### config.mk
export PLATFORM = sky130hd
export DESIGN_NAME = debounced_position_change_counter
export DESIGN_NICKNAME = d
export VERILOG_FILES = /design/src/dpc_pkg.sv /design/src/dpc_cfg_regs.sv /design/src/dpc_core.sv /design/src/debounced_position_change_counter.sv
export SDC_FILE = /design/constraint.sdc
export NUM_CORES = 1
export LEC_CHECK = 0
export BUFFER_PORTS_ARGS = -buffer_cell sky130_fd_sc_hd__clkbuf_2
export CORE_ASPECT_RATIO = 0.75
export CORE_MARGIN = 5
export CORE_UTILIZATION = 35
export CTS_CLUSTER_DIAMETER = 150
export CTS_CLUSTER_SIZE = 20
export DETAILED_ROUTE_END_ITERATION = 10
export PLACE_DENSITY_LB_ADDON = 0.05
export SLEW_MARGIN = 20
export SYNTH_ARGS = -nofsm -noshare
export SYNTH_HDL_FRONTEND = slang
export SYNTH_SLANG_ARGS = --single-unit
### constraint.sdc
create_clock -name i_clk -period 4.4 [get_ports i_clk]
set_input_delay 0.44 -clock i_clk [delete_from_list [all_inputs] [get_ports i_clk]]
set_output_delay 0.44 -clock i_clk [all_outputs]
set_load 0.005 [all_outputs]
### src/dpc_pkg.sv
// ----------------------------------------------------------------------------
// dpc_pkg
// Shared types, constants and register codes of the debounced position
// change counter.
// ----------------------------------------------------------------------------
package dpc_pkg;

    // Timer and counter widths.
    localparam int TIMER_BITS = 16;
    localparam int COUNT_BITS = 8;

    // Field widths fixed by the interface.
    localparam int CFG_BITS      = 16;
    localparam int CFG_IDX_BITS  = 2;
    localparam int SLOT_BITS     = 3;
    localparam int MOVES_BITS    = 8;
    localparam int S_TDATA_BITS  = 8;
    localparam int M_TDATA_BITS  = 24;
    localparam int M_TDATA_USED  = 17;

    // Configuration register indexes.
    localparam logic [CFG_IDX_BITS-1:0] REG_DEBOUNCE   = 2'd0;
    localparam logic [CFG_IDX_BITS-1:0] REG_QUICK_TURN = 2'd1;
    localparam logic [CFG_IDX_BITS-1:0] REG_HOLDOFF    = 2'd2;

    // Configuration reset values.
    localparam logic [CFG_BITS-1:0] DEBOUNCE_RESET   = 16'd200;
    localparam logic [CFG_BITS-1:0] QUICK_TURN_RESET = 16'd1500;
    localparam logic [CFG_BITS-1:0] HOLDOFF_RESET    = 16'd10000;

    // Slot decode: position bits plus three per wheel plus one.
    localparam logic [SLOT_BITS-1:0] WHEEL_SLOT_STEP = 3'd3;
    localparam logic [SLOT_BITS-1:0] SLOT_BASE       = 3'd1;

    typedef enum logic [2:0] {
        PH_IDLE     = 3'd0,
        PH_DEBOUNCE = 3'd1,
        PH_COUNT    = 3'd2,
        PH_WAIT     = 3'd3,
        PH_DETECTED = 3'd4
    } t_phase;

    typedef enum logic {
        OP_TICK  = 1'b0,
        OP_CLEAR = 1'b1
    } t_opcode;

    typedef struct packed {
        logic [CFG_BITS-1:0] debounce_ms;
        logic [CFG_BITS-1:0] quick_turn_ms;
        logic [CFG_BITS-1:0] startup_holdoff_ms;
    } t_cfg;

    typedef struct packed {
        logic [SLOT_BITS-1:0]  slot_index;
        logic                  is_am;
        logic                  wheel_now;
        logic                  detected;
        logic [MOVES_BITS-1:0] moves_counted;
        t_phase                phase;
    } t_result;

endpackage

### src/dpc_cfg_regs.sv
// ----------------------------------------------------------------------------
// dpc_cfg_regs
// Configuration register file: debounce, quick turn and startup hold-off.
// ----------------------------------------------------------------------------
module dpc_cfg_regs (
    input  logic                               i_clk,
    input  logic                               i_rst_n,
    input  logic                               i_wr_en,
    input  logic [dpc_pkg::CFG_IDX_BITS-1:0]   i_index,
    input  logic [dpc_pkg::CFG_BITS-1:0]       i_data,
    output dpc_pkg::t_cfg                      o_cfg
);

    dpc_pkg::t_cfg r_cfg;

    // Writes to an index beyond the list are dropped.
    always_ff @(posedge i_clk) begin
        if (!i_rst_n) begin
            r_cfg.debounce_ms        <= dpc_pkg::DEBOUNCE_RESET;
            r_cfg.quick_turn_ms      <= dpc_pkg::QUICK_TURN_RESET;
            r_cfg.startup_holdoff_ms <= dpc_pkg::HOLDOFF_RESET;
        end else if (i_wr_en) begin
            case (i_index)
                dpc_pkg::REG_DEBOUNCE:   r_cfg.debounce_ms        <= i_data;
                dpc_pkg::REG_QUICK_TURN: r_cfg.quick_turn_ms      <= i_data;
                dpc_pkg::REG_HOLDOFF:    r_cfg.startup_holdoff_ms <= i_data;
                default: begin
                end
            endcase
        end
    end

    assign o_cfg = r_cfg;

endmodule

### src/dpc_core.sv
// ----------------------------------------------------------------------------
// dpc_core
// Sensor decode, change detection, phase machine and timers. State moves on
// each accepted word; the result reflects the state after that word.
// ----------------------------------------------------------------------------
module dpc_core (
    input  logic            i_clk,
    input  logic            i_rst_n,
    input  logic            i_accept,
    input  logic            i_opcode,
    input  logic            i_wheel_raw,
    input  logic            i_am_raw,
    input  logic            i_bit_one_raw,
    input  logic            i_bit_two_raw,
    input  dpc_pkg::t_cfg   i_cfg,
    output dpc_pkg::t_result o_result
);

    localparam logic [dpc_pkg::TIMER_BITS-1:0] TIMER_ZERO = '0;
    localparam logic [dpc_pkg::COUNT_BITS-1:0] COUNT_ZERO = '0;

    dpc_pkg::t_phase r_phase, n_phase;
    logic [dpc_pkg::TIMER_BITS-1:0] r_quiet, n_quiet, r_uptime, n_uptime;
    logic [dpc_pkg::TIMER_BITS-1:0] quiet_inc, uptime_inc;
    logic [dpc_pkg::COUNT_BITS-1:0] r_move_count, n_move_count, count_inc;
    logic [dpc_pkg::SLOT_BITS-1:0]  r_prev_slot, n_prev_slot;
    logic                           r_prev_am, n_prev_am, r_prev_wheel, n_prev_wheel;

    logic                           wheel, am, bit_one, bit_two;
    logic [dpc_pkg::SLOT_BITS-1:0]  slot;
    logic                           is_clear, is_tick;
    logic                           past_holdoff, wheel_diff, am_diff, slot_diff, change;
    logic                           debounce_done, quick_done;
    logic [31:0]                    count_ext;

    // Sensors are active low except the AM level.
    assign wheel   = ~i_wheel_raw;
    assign am      = i_am_raw;
    assign bit_one = ~i_bit_one_raw;
    assign bit_two = ~i_bit_two_raw;
    assign slot    = {1'b0, bit_two, bit_one}
                   + (wheel ? dpc_pkg::WHEEL_SLOT_STEP : '0)
                   + dpc_pkg::SLOT_BASE;

    assign is_clear = i_accept && (i_opcode == dpc_pkg::OP_CLEAR);
    assign is_tick  = i_accept && (i_opcode == dpc_pkg::OP_TICK);

    // Saturating increments.
    assign uptime_inc = (&r_uptime) ? r_uptime : r_uptime + 1'b1;
    assign quiet_inc  = (&r_quiet) ? r_quiet : r_quiet + 1'b1;
    assign count_inc  = (&r_move_count) ? r_move_count : r_move_count + 1'b1;

    assign past_holdoff  = 32'(uptime_inc) > 32'(i_cfg.startup_holdoff_ms);
    assign debounce_done = 32'(quiet_inc) > 32'(i_cfg.debounce_ms);
    assign quick_done    = 32'(quiet_inc) > 32'(i_cfg.quick_turn_ms);

    // Wheel is checked first, then AM, then the slot.
    assign wheel_diff = wheel != r_prev_wheel;
    assign am_diff    = am != r_prev_am;
    assign slot_diff  = slot != r_prev_slot;
    assign change     = past_holdoff && (wheel_diff || am_diff || slot_diff);

    // Next phase.
    always_comb begin
        n_phase = r_phase;
        if (is_clear) begin
            n_phase = dpc_pkg::PH_IDLE;
        end else if (is_tick) begin
            case (r_phase)
                dpc_pkg::PH_DEBOUNCE: begin
                    if (debounce_done) begin
                        n_phase = dpc_pkg::PH_COUNT;
                    end
                end
                dpc_pkg::PH_COUNT: begin
                    n_phase = dpc_pkg::PH_WAIT;
                end
                dpc_pkg::PH_WAIT: begin
                    if (quick_done) begin
                        n_phase = dpc_pkg::PH_DETECTED;
                    end else if (change) begin
                        n_phase = dpc_pkg::PH_DEBOUNCE;
                    end
                end
                dpc_pkg::PH_DETECTED: begin
                end
                default: begin
                    if (change) begin
                        n_phase = dpc_pkg::PH_DEBOUNCE;
                    end
                end
            endcase
        end
    end

    // Timers, count and reference readings.
    always_comb begin
        n_quiet      = r_quiet;
        n_uptime     = r_uptime;
        n_move_count = r_move_count;
        n_prev_slot  = r_prev_slot;
        n_prev_am    = r_prev_am;
        n_prev_wheel = r_prev_wheel;
        if (is_clear) begin
            n_move_count = COUNT_ZERO;
            n_prev_slot  = slot;
            n_prev_am    = am;
            n_prev_wheel = wheel;
        end else if (is_tick) begin
            n_uptime = uptime_inc;
            n_quiet  = quiet_inc;
            if (past_holdoff && wheel_diff) begin
                n_prev_wheel = wheel;
            end else if (past_holdoff && am_diff) begin
                n_prev_am = am;
            end
            case (r_phase)
                dpc_pkg::PH_DEBOUNCE: begin
                    if (debounce_done) begin
                        n_quiet      = TIMER_ZERO;
                        n_move_count = count_inc;
                    end else if (change) begin
                        n_quiet     = TIMER_ZERO;
                        n_prev_slot = slot;
                    end
                end
                dpc_pkg::PH_COUNT: begin
                    n_quiet     = TIMER_ZERO;
                    n_prev_slot = slot;
                end
                dpc_pkg::PH_WAIT: begin
                    if (!quick_done && change) begin
                        n_quiet = TIMER_ZERO;
                    end
                end
                dpc_pkg::PH_DETECTED: begin
                end
                default: begin
                    if (change) begin
                        n_quiet = TIMER_ZERO;
                    end
                end
            endcase
        end
    end

    always_ff @(posedge i_clk) begin
        if (!i_rst_n) begin
            r_phase      <= dpc_pkg::PH_IDLE;
            r_quiet      <= TIMER_ZERO;
            r_uptime     <= TIMER_ZERO;
            r_move_count <= COUNT_ZERO;
            r_prev_slot  <= '0;
            r_prev_am    <= 1'b1;
            r_prev_wheel <= 1'b0;
        end else begin
            r_phase      <= n_phase;
            r_quiet      <= n_quiet;
            r_uptime     <= n_uptime;
            r_move_count <= n_move_count;
            r_prev_slot  <= n_prev_slot;
            r_prev_am    <= n_prev_am;
            r_prev_wheel <= n_prev_wheel;
        end
    end

    // Result fields.
    assign count_ext = 32'(n_move_count);

    always_comb begin
        o_result.slot_index    = slot;
        o_result.is_am         = am;
        o_result.wheel_now     = wheel;
        o_result.detected      = (n_phase == dpc_pkg::PH_DETECTED);
        o_result.moves_counted = count_ext[dpc_pkg::MOVES_BITS-1:0];
        o_result.phase         = n_phase;
    end

    // A clear always lands in idle with an empty count.
    a_clear_resets: assert property (@(posedge i_clk) disable iff (!i_rst_n)
        is_clear |=> (r_phase == dpc_pkg::PH_IDLE) && (r_move_count == COUNT_ZERO))
        else $error("clear did not reset phase and count");

    // Detection holds until a clear.
    a_detect_holds: assert property (@(posedge i_clk) disable iff (!i_rst_n)
        (r_phase == dpc_pkg::PH_DETECTED) && !is_clear |=> (r_phase == dpc_pkg::PH_DETECTED))
        else $error("detected phase left without clear");

    // Apart from a clear, the count moves only on a debounce completion.
    a_count_only_on_debounce: assert property (@(posedge i_clk) disable iff (!i_rst_n)
        !is_clear && !((r_phase == dpc_pkg::PH_DEBOUNCE) && (n_phase == dpc_pkg::PH_COUNT))
        |=> $stable(r_move_count))
        else $error("move count changed outside a debounce completion");

    // A tick in the count phase always advances it to waiting.
    a_count_one_tick: assert property (@(posedge i_clk) disable iff (!i_rst_n)
        (r_phase == dpc_pkg::PH_COUNT) && is_tick |=> (r_phase == dpc_pkg::PH_WAIT))
        else $error("count phase did not advance to waiting");

endmodule

### src/debounced_position_change_counter.sv
// ----------------------------------------------------------------------------
// debounced_position_change_counter
// Decodes hall-sensor readings into a slot, AM flag and wheel, debounces
// position changes and counts movements until a clear.
// ----------------------------------------------------------------------------
// Usage:
//   Input stream (s_axis): one word per millisecond tick or clear. tdata
//   carries the four raw sensor levels, tuser the opcode (tick or clear).
//   Output stream (m_axis): exactly one result word per input word, in
//   order, carrying the decoded readings, the detected flag, the movement
//   count and the phase after that word.
//   Config port: an index and 16-bit data, written when i_cfg_valid is high;
//   o_cfg_ready is always high. Writes belong to idle periods.
//   Output: o_m_axis_tdata shows the result in the cycle after acceptance.
//   Throughput: one word per cycle. All decode, compare and state update
//   work is one short step between the phase/timer registers and the output
//   register, so a new word can enter every cycle unless a result waits.
//   Stall: the output register holds its word while i_m_axis_tready is low;
//   o_s_axis_tready stays high when the output register is empty or is
//   being emptied in the same cycle, and drops only while a result waits.
//   Reset: synchronous, active low. The phase returns to idle, the count and
//   timers to zero, the references to slot zero, AM set and wheel zero, and
//   the config registers to 200, 1500 and 10000 ticks. No clearing pass.
// ----------------------------------------------------------------------------
module debounced_position_change_counter (
    input  logic                                 i_clk,
    input  logic                                 i_rst_n,
    // Input stream.
    input  logic                                 i_s_axis_tvalid,
    output logic                                 o_s_axis_tready,
    // tdata from bit 0: wheel_raw, am_raw, bit_one_raw, bit_two_raw, zeros.
    input  logic [dpc_pkg::S_TDATA_BITS-1:0]     i_s_axis_tdata,
    // tuser: opcode (0 tick, 1 clear).
    input  logic                                 i_s_axis_tuser,
    // Output stream.
    output logic                                 o_m_axis_tvalid,
    input  logic                                 i_m_axis_tready,
    // tdata from bit 0: slot_index[2:0], is_am, wheel_now, detected,
    // moves_counted[7:0], phase[2:0], zeros.
    output logic [dpc_pkg::M_TDATA_BITS-1:0]     o_m_axis_tdata,
    // Configuration write channel.
    input  logic                                 i_cfg_valid,
    output logic                                 o_cfg_ready,
    input  logic [dpc_pkg::CFG_IDX_BITS-1:0]     i_cfg_index,
    input  logic [dpc_pkg::CFG_BITS-1:0]         i_cfg_data
);

    dpc_pkg::t_cfg    cfg;
    dpc_pkg::t_result result;
    logic             s_accept;
    logic             r_m_valid;
    logic [dpc_pkg::M_TDATA_BITS-1:0] r_m_data, n_m_data;

    assign o_cfg_ready = 1'b1;

    dpc_cfg_regs u_cfg_regs (
        .i_clk   (i_clk),
        .i_rst_n (i_rst_n),
        .i_wr_en (i_cfg_valid),
        .i_index (i_cfg_index),
        .i_data  (i_cfg_data),
        .o_cfg   (cfg)
    );

    // The output register frees up in the same cycle it is taken.
    assign o_s_axis_tready = !r_m_valid || i_m_axis_tready;
    assign s_accept        = i_s_axis_tvalid && o_s_axis_tready;

    dpc_core u_core (
        .i_clk         (i_clk),
        .i_rst_n       (i_rst_n),
        .i_accept      (s_accept),
        .i_opcode      (i_s_axis_tuser),
        .i_wheel_raw   (i_s_axis_tdata[0]),
        .i_am_raw      (i_s_axis_tdata[1]),
        .i_bit_one_raw (i_s_axis_tdata[2]),
        .i_bit_two_raw (i_s_axis_tdata[3]),
        .i_cfg         (cfg),
        .o_result      (result)
    );

    // Pack the result with the first field in the lowest bits.
    assign n_m_data = {
        {(dpc_pkg::M_TDATA_BITS - dpc_pkg::M_TDATA_USED){1'b0}},
        result.phase,
        result.moves_counted,
        result.detected,
        result.wheel_now,
        result.is_am,
        result.slot_index
    };

    always_ff @(posedge i_clk) begin
        if (!i_rst_n) begin
            r_m_valid <= 1'b0;
        end else if (s_accept) begin
            r_m_valid <= 1'b1;
        end else if (i_m_axis_tready) begin
            r_m_valid <= 1'b0;
        end
    end

    always_ff @(posedge i_clk) begin
        if (s_accept) begin
            r_m_data <= n_m_data;
        end
    end

    assign o_m_axis_tvalid = r_m_valid;
    assign o_m_axis_tdata  = r_m_data;

endmodule

==> flow_metrics.py <==
metrics = {
    "run_status": {
        "status": "finished clean",
    },
    "cells_and_area": {
        "final_layout_size_suffix_gt1_share_pct": 14.93,
        "layout.area.seq_um2": 2452,
        "synthToLayoutAreaGrowth_pct": 19.38,
        "n_fill_cell": 1790,
        "multi_input_area_um2": 3622,
        "final_core_area_utilization_pct": 42.88,
        "design_area_um2": 7639,
        "antenna_cells_inserted": 0,
        "final_net_count": 916,
        "final_cell_count_without_fillers": 1086,
    },
    "drt": {
        "dr.pass1.iters": 4,
        "dr_wl_met3_um": 574,
        "detail_route.iter0.violations": 255,
        "metal2_wl_um": 7088,
        "drt-vias-per-instance": 4.930,
        "routed_wirelength_um": 16310,
        "top_layer_used": "met4",
        "drt_drc_violations_left": 0,
        "avgRoutedWirePerCell_um": 15.02,
        "via_count": 5354,
        "routedLengthMet1_um": 8584,
        "detail-route-antenna-nets": 0,
    },
    "cts": {
        "htreeDepth": 4,
        "tritoncts.num_buffers": 17,
        "tritoncts": "built",
        "cts.sinks": 114,
        "clk_pin_slew_ns": 0.06,
        "insertion_delay_ns": 0.42,
        "ctsRootBufferMaster": "sky130_fd_sc_hd__clkbuf_16",
        "max_clock_buf_depth": 2,
    },
    "flow_run": {
        "timing.max_cap.violations": 0,
    },
    "timing": {
        "timing_worst_slew_pin_value_ns": 1.044,
        "fin_crit_sh_pct": 95.27,
        "finalClockSkew_ns": 0.01221,
        "timing_hold_violations_final": 0,
        "totalNegativeSetupSlack_ns": 0,
        "finalCriticalPeriod_ns": 4.192,
        "fmax_ghz": 0.2386,
        "finalSetupViolations": 0,
        "maxSlewViolCount": 0,
        "max_slew_margin_pct": 30.28,
        "holdWs_ns": 0.2598,
        "setup_slack_ns": 0.2080,
    },
    "floorplan": {
        "die_x_um": 166.1,
        "io_pins": 59,
        "fp-row-count": 42,
        "core_um2": 17810,
        "floorplan.die.height_um": 127.1,
        "initial_core_util_pct": 35.92,
        "die_area_um2": 21110,
    },
    "grt": {
        "largest_net_degree_at_the_start_of_global_routing": 56,
        "grt.overflow.total": 0,
        "first_pass_grt_wire_length_um": 26190,
        "via_count_of_the_first_global_routing_pass": 5079,
        "initial_antenna_violation_count": 0,
        "grt_use_total_pct": 15.42,
    },
    "placement": {
        "detailedPlace.worstSlack_ns": 0.1241,
        "dpl-instance-area_um2": 6979,
        "gpl.final_weighted_congestion": 0.8320,
        "dpl.cell_count": 1054,
        "placement.io_buffers": 46,
        "hpwlAfterDp_um": 12070,
    },
    "power_and_ir_drop": {
        "max-vdd-ir-drop_mv": 0.1835,
        "total_power_density_per_cell_area_nw_per_um2": 355.3,
        "p_leak_nw": 3.154,
        "design_power_total_mw": 2.714,
    },
    "min_path": {
        "hp-class": "in -> reg",
    },
    "logic_synthesis": {
        "synth-edff-count": 17,
        "ys_ff_latch": 114,
        "synth.cell_area_um2": 6399,
        "average_instance_area_after_synthesis_um2": 8.321,
        "asyncSetResetFlopFracSynth_pct": 0,
        "ys.flop_type": "sky130_fd_sc_hd__dfxtp_1",
        "yosys_warnings": 0,
        "syn-instance-count": 769,
        "synth_cell_type_count": 62,
        "sequential_fraction_of_the_synthesis_area_pct": 38.33,
    },
    "worst_setup_path": {
        "crit_path_start_kind": "flop",
        "path_class": "reg -> reg",
        "timing.critical_path.required_ns": 4.74,
        "sort_of_element_at_the_end_of_the_critical_path": "flop",
        "critical_path.max_fanout": 5,
        "arrival_time_reported_for_the_critical_path_endpoint_ns": 4.53,
    },
}
state kept, by name, indices dropped and copies added (netlist names):
| signal | cells |
|---|---|
| u_core.r_uptime | 16 |
| u_core.r_prev_slot | 3 |
| o_m_axis_tdata | 17 |
| u_core.r_prev_wheel | 1 |
| u_core.r_prev_am | 1 |
| u_core.r_move_count | 8 |
| o_m_axis_tvalid | 1 |
| u_cfg_regs.o_cfg | 48 |
| u_core.r_quiet | 16 |
| u_core.r_phase | 3 |
metal layers:
metal	up-vias	global-route usage (%)
met5	-	0
met4	0	4.219
met3	4	4.200
met2	77	22.70
met1	2537	22.28
li1	2736	-
report_power, final:
group          internal [mW]  switching, mW  total, mW
sequential              1.09         0.0136       1.10
clock                  0.896          0.523       1.42
combinational         0.0682          0.124      0.192
path summary, 6_finish.rpt:
path,depth (start not counted),startpoint,endpoint,slack (ns)
max,16,u_core.r_quiet[7],u_core.r_prev_slot[2],0.21
min,3,i_s_axis_tvalid,o_m_axis_tvalid,0.26
max reg2reg,16,u_core.r_quiet[7],u_core.r_prev_slot[2],0.21
min reg2reg,2,u_cfg_regs.o_cfg[5],u_cfg_regs.o_cfg[5],0.46
cell type report:
class | instances | share of cell area (%)
multi-input combinational | 564 | 47.42
clock buffer | 17 | 5.569
clock inverter | 15 | 2.424
timing repair buffer | 70 | 5.373
inverter | 64 | 3.145
tap | 242 | 3.964
sequential | 114 | 32.10
synthesized netlist by cell type (all sizes together), types with 4 or more instances:
library cell  count  area, um^2
buf              13       83.82
edfxtp           17       510.5
and2              6       37.54
nor2b             6       37.54
a21oi            67       335.3
ha               52       650.6
xnor2            34       297.8
mux2              4       45.04
nand4            16       118.9
nand3            24       125.1
and3             12       75.07
o211ai           16       120.1
and4              5       43.79
nor3             11       60.06
inv              64       240.2
a31oi             5       46.29
o21a              4       30.03
mux2i             6       60.06
a22o              5       43.79
dfxtp            97        1942
or3               4       30.03
nand2           144       540.5
clkbuf           20       76.32
nor3b             5       37.54
xor2             17       148.9
o21ai            23       118.9
nor2             57       214.0
logic make-up after synthesis:
kind of cell / synth area share (%)
and+or+nand+nor: 22.88
AOI/OAI and AO/OA: 13.32
DFF: 38.33
buffers and inverters: 6.257
adders and majority gates: 10.48
xor gates and xnor gates: 6.981
muxes: 1.643
other: 0.1174
worst max-delay path, stage by stage (launching register included):
cell	delay, ns
sky130_fd_sc_hd__dfxtp_1	0.42
sky130_fd_sc_hd__and3_1	0.25
sky130_fd_sc_hd__and3_1	0.20
sky130_fd_sc_hd__nand3_1	0.15
sky130_fd_sc_hd__or3_1	0.37
sky130_fd_sc_hd__nor2b_1	0.18
sky130_fd_sc_hd__buf_4	0.15
sky130_fd_sc_hd__nand2_1	0.08
sky130_fd_sc_hd__xnor2_1	0.15
sky130_fd_sc_hd__ha_1	0.37
sky130_fd_sc_hd__nand4_1	0.12
sky130_fd_sc_hd__or4_1	0.44
sky130_fd_sc_hd__or3_4	0.43
sky130_fd_sc_hd__nand2_1	0.12
sky130_fd_sc_hd__nand4_2	0.11
sky130_fd_sc_hd__a221oi_4	0.35
sky130_fd_sc_hd__mux2i_1	0.22
repair_timing:
| item | CTS | global route |
|---|---|---|
| hold endpoints to repair | 0 | 0 |
| hold buffers | 0 | 0 |
| resized for setup | 0 | 8 |
| setup endpoints to repair | 0 | 19 |
| buffers inserted | 0 | 0 |
cells in the final DEF, fill, tap and decap left out, types with 3 or more instances in the layout:
master | netlist | final
sky130_fd_sc_hd__nand2_1 | 144 | 144
sky130_fd_sc_hd__dfxtp_1 | 97 | 97
sky130_fd_sc_hd__a21oi_1 | 67 | 67
sky130_fd_sc_hd__inv_1 | 63 | 63
sky130_fd_sc_hd__nor2_1 | 57 | 57
sky130_fd_sc_hd__ha_1 | 52 | 52
sky130_fd_sc_hd__clkbuf_2 | 1 | 46
sky130_fd_sc_hd__xnor2_1 | 34 | 34
sky130_fd_sc_hd__buf_4 | 9 | 24
sky130_fd_sc_hd__nand3_1 | 23 | 23
sky130_fd_sc_hd__o21ai_0 | 22 | 21
sky130_fd_sc_hd__xor2_1 | 17 | 17
sky130_fd_sc_hd__clkbuf_16 | 0 | 17
sky130_fd_sc_hd__edfxtp_1 | 17 | 17
sky130_fd_sc_hd__o211ai_1 | 16 | 16
sky130_fd_sc_hd__nand4_1 | 13 | 13
sky130_fd_sc_hd__and3_1 | 12 | 12
sky130_fd_sc_hd__nor3_1 | 10 | 10
sky130_fd_sc_hd__conb_1 | 2 | 8
sky130_fd_sc_hd__and2_1 | 6 | 6
sky130_fd_sc_hd__nor2b_1 | 6 | 6
sky130_fd_sc_hd__mux2i_1 | 6 | 6
sky130_fd_sc_hd__clkinv_4 | 0 | 6
sky130_fd_sc_hd__and4_1 | 5 | 5
sky130_fd_sc_hd__a22o_1 | 5 | 5
sky130_fd_sc_hd__mux2_2 | 4 | 4
sky130_fd_sc_hd__o21a_1 | 4 | 4
sky130_fd_sc_hd__a31oi_1 | 4 | 4
sky130_fd_sc_hd__nor3b_1 | 5 | 4
sky130_fd_sc_hd__or3_1 | 3 | 3
sky130_fd_sc_hd__a21o_1 | 3 | 3
sky130_fd_sc_hd__nand4_2 | 3 | 3
sky130_fd_sc_hd__nand3b_1 | 3 | 3
sky130_fd_sc_hd__bufinv_16 | 0 | 3
Note: power is estimated with default switching activity, not from simulation.
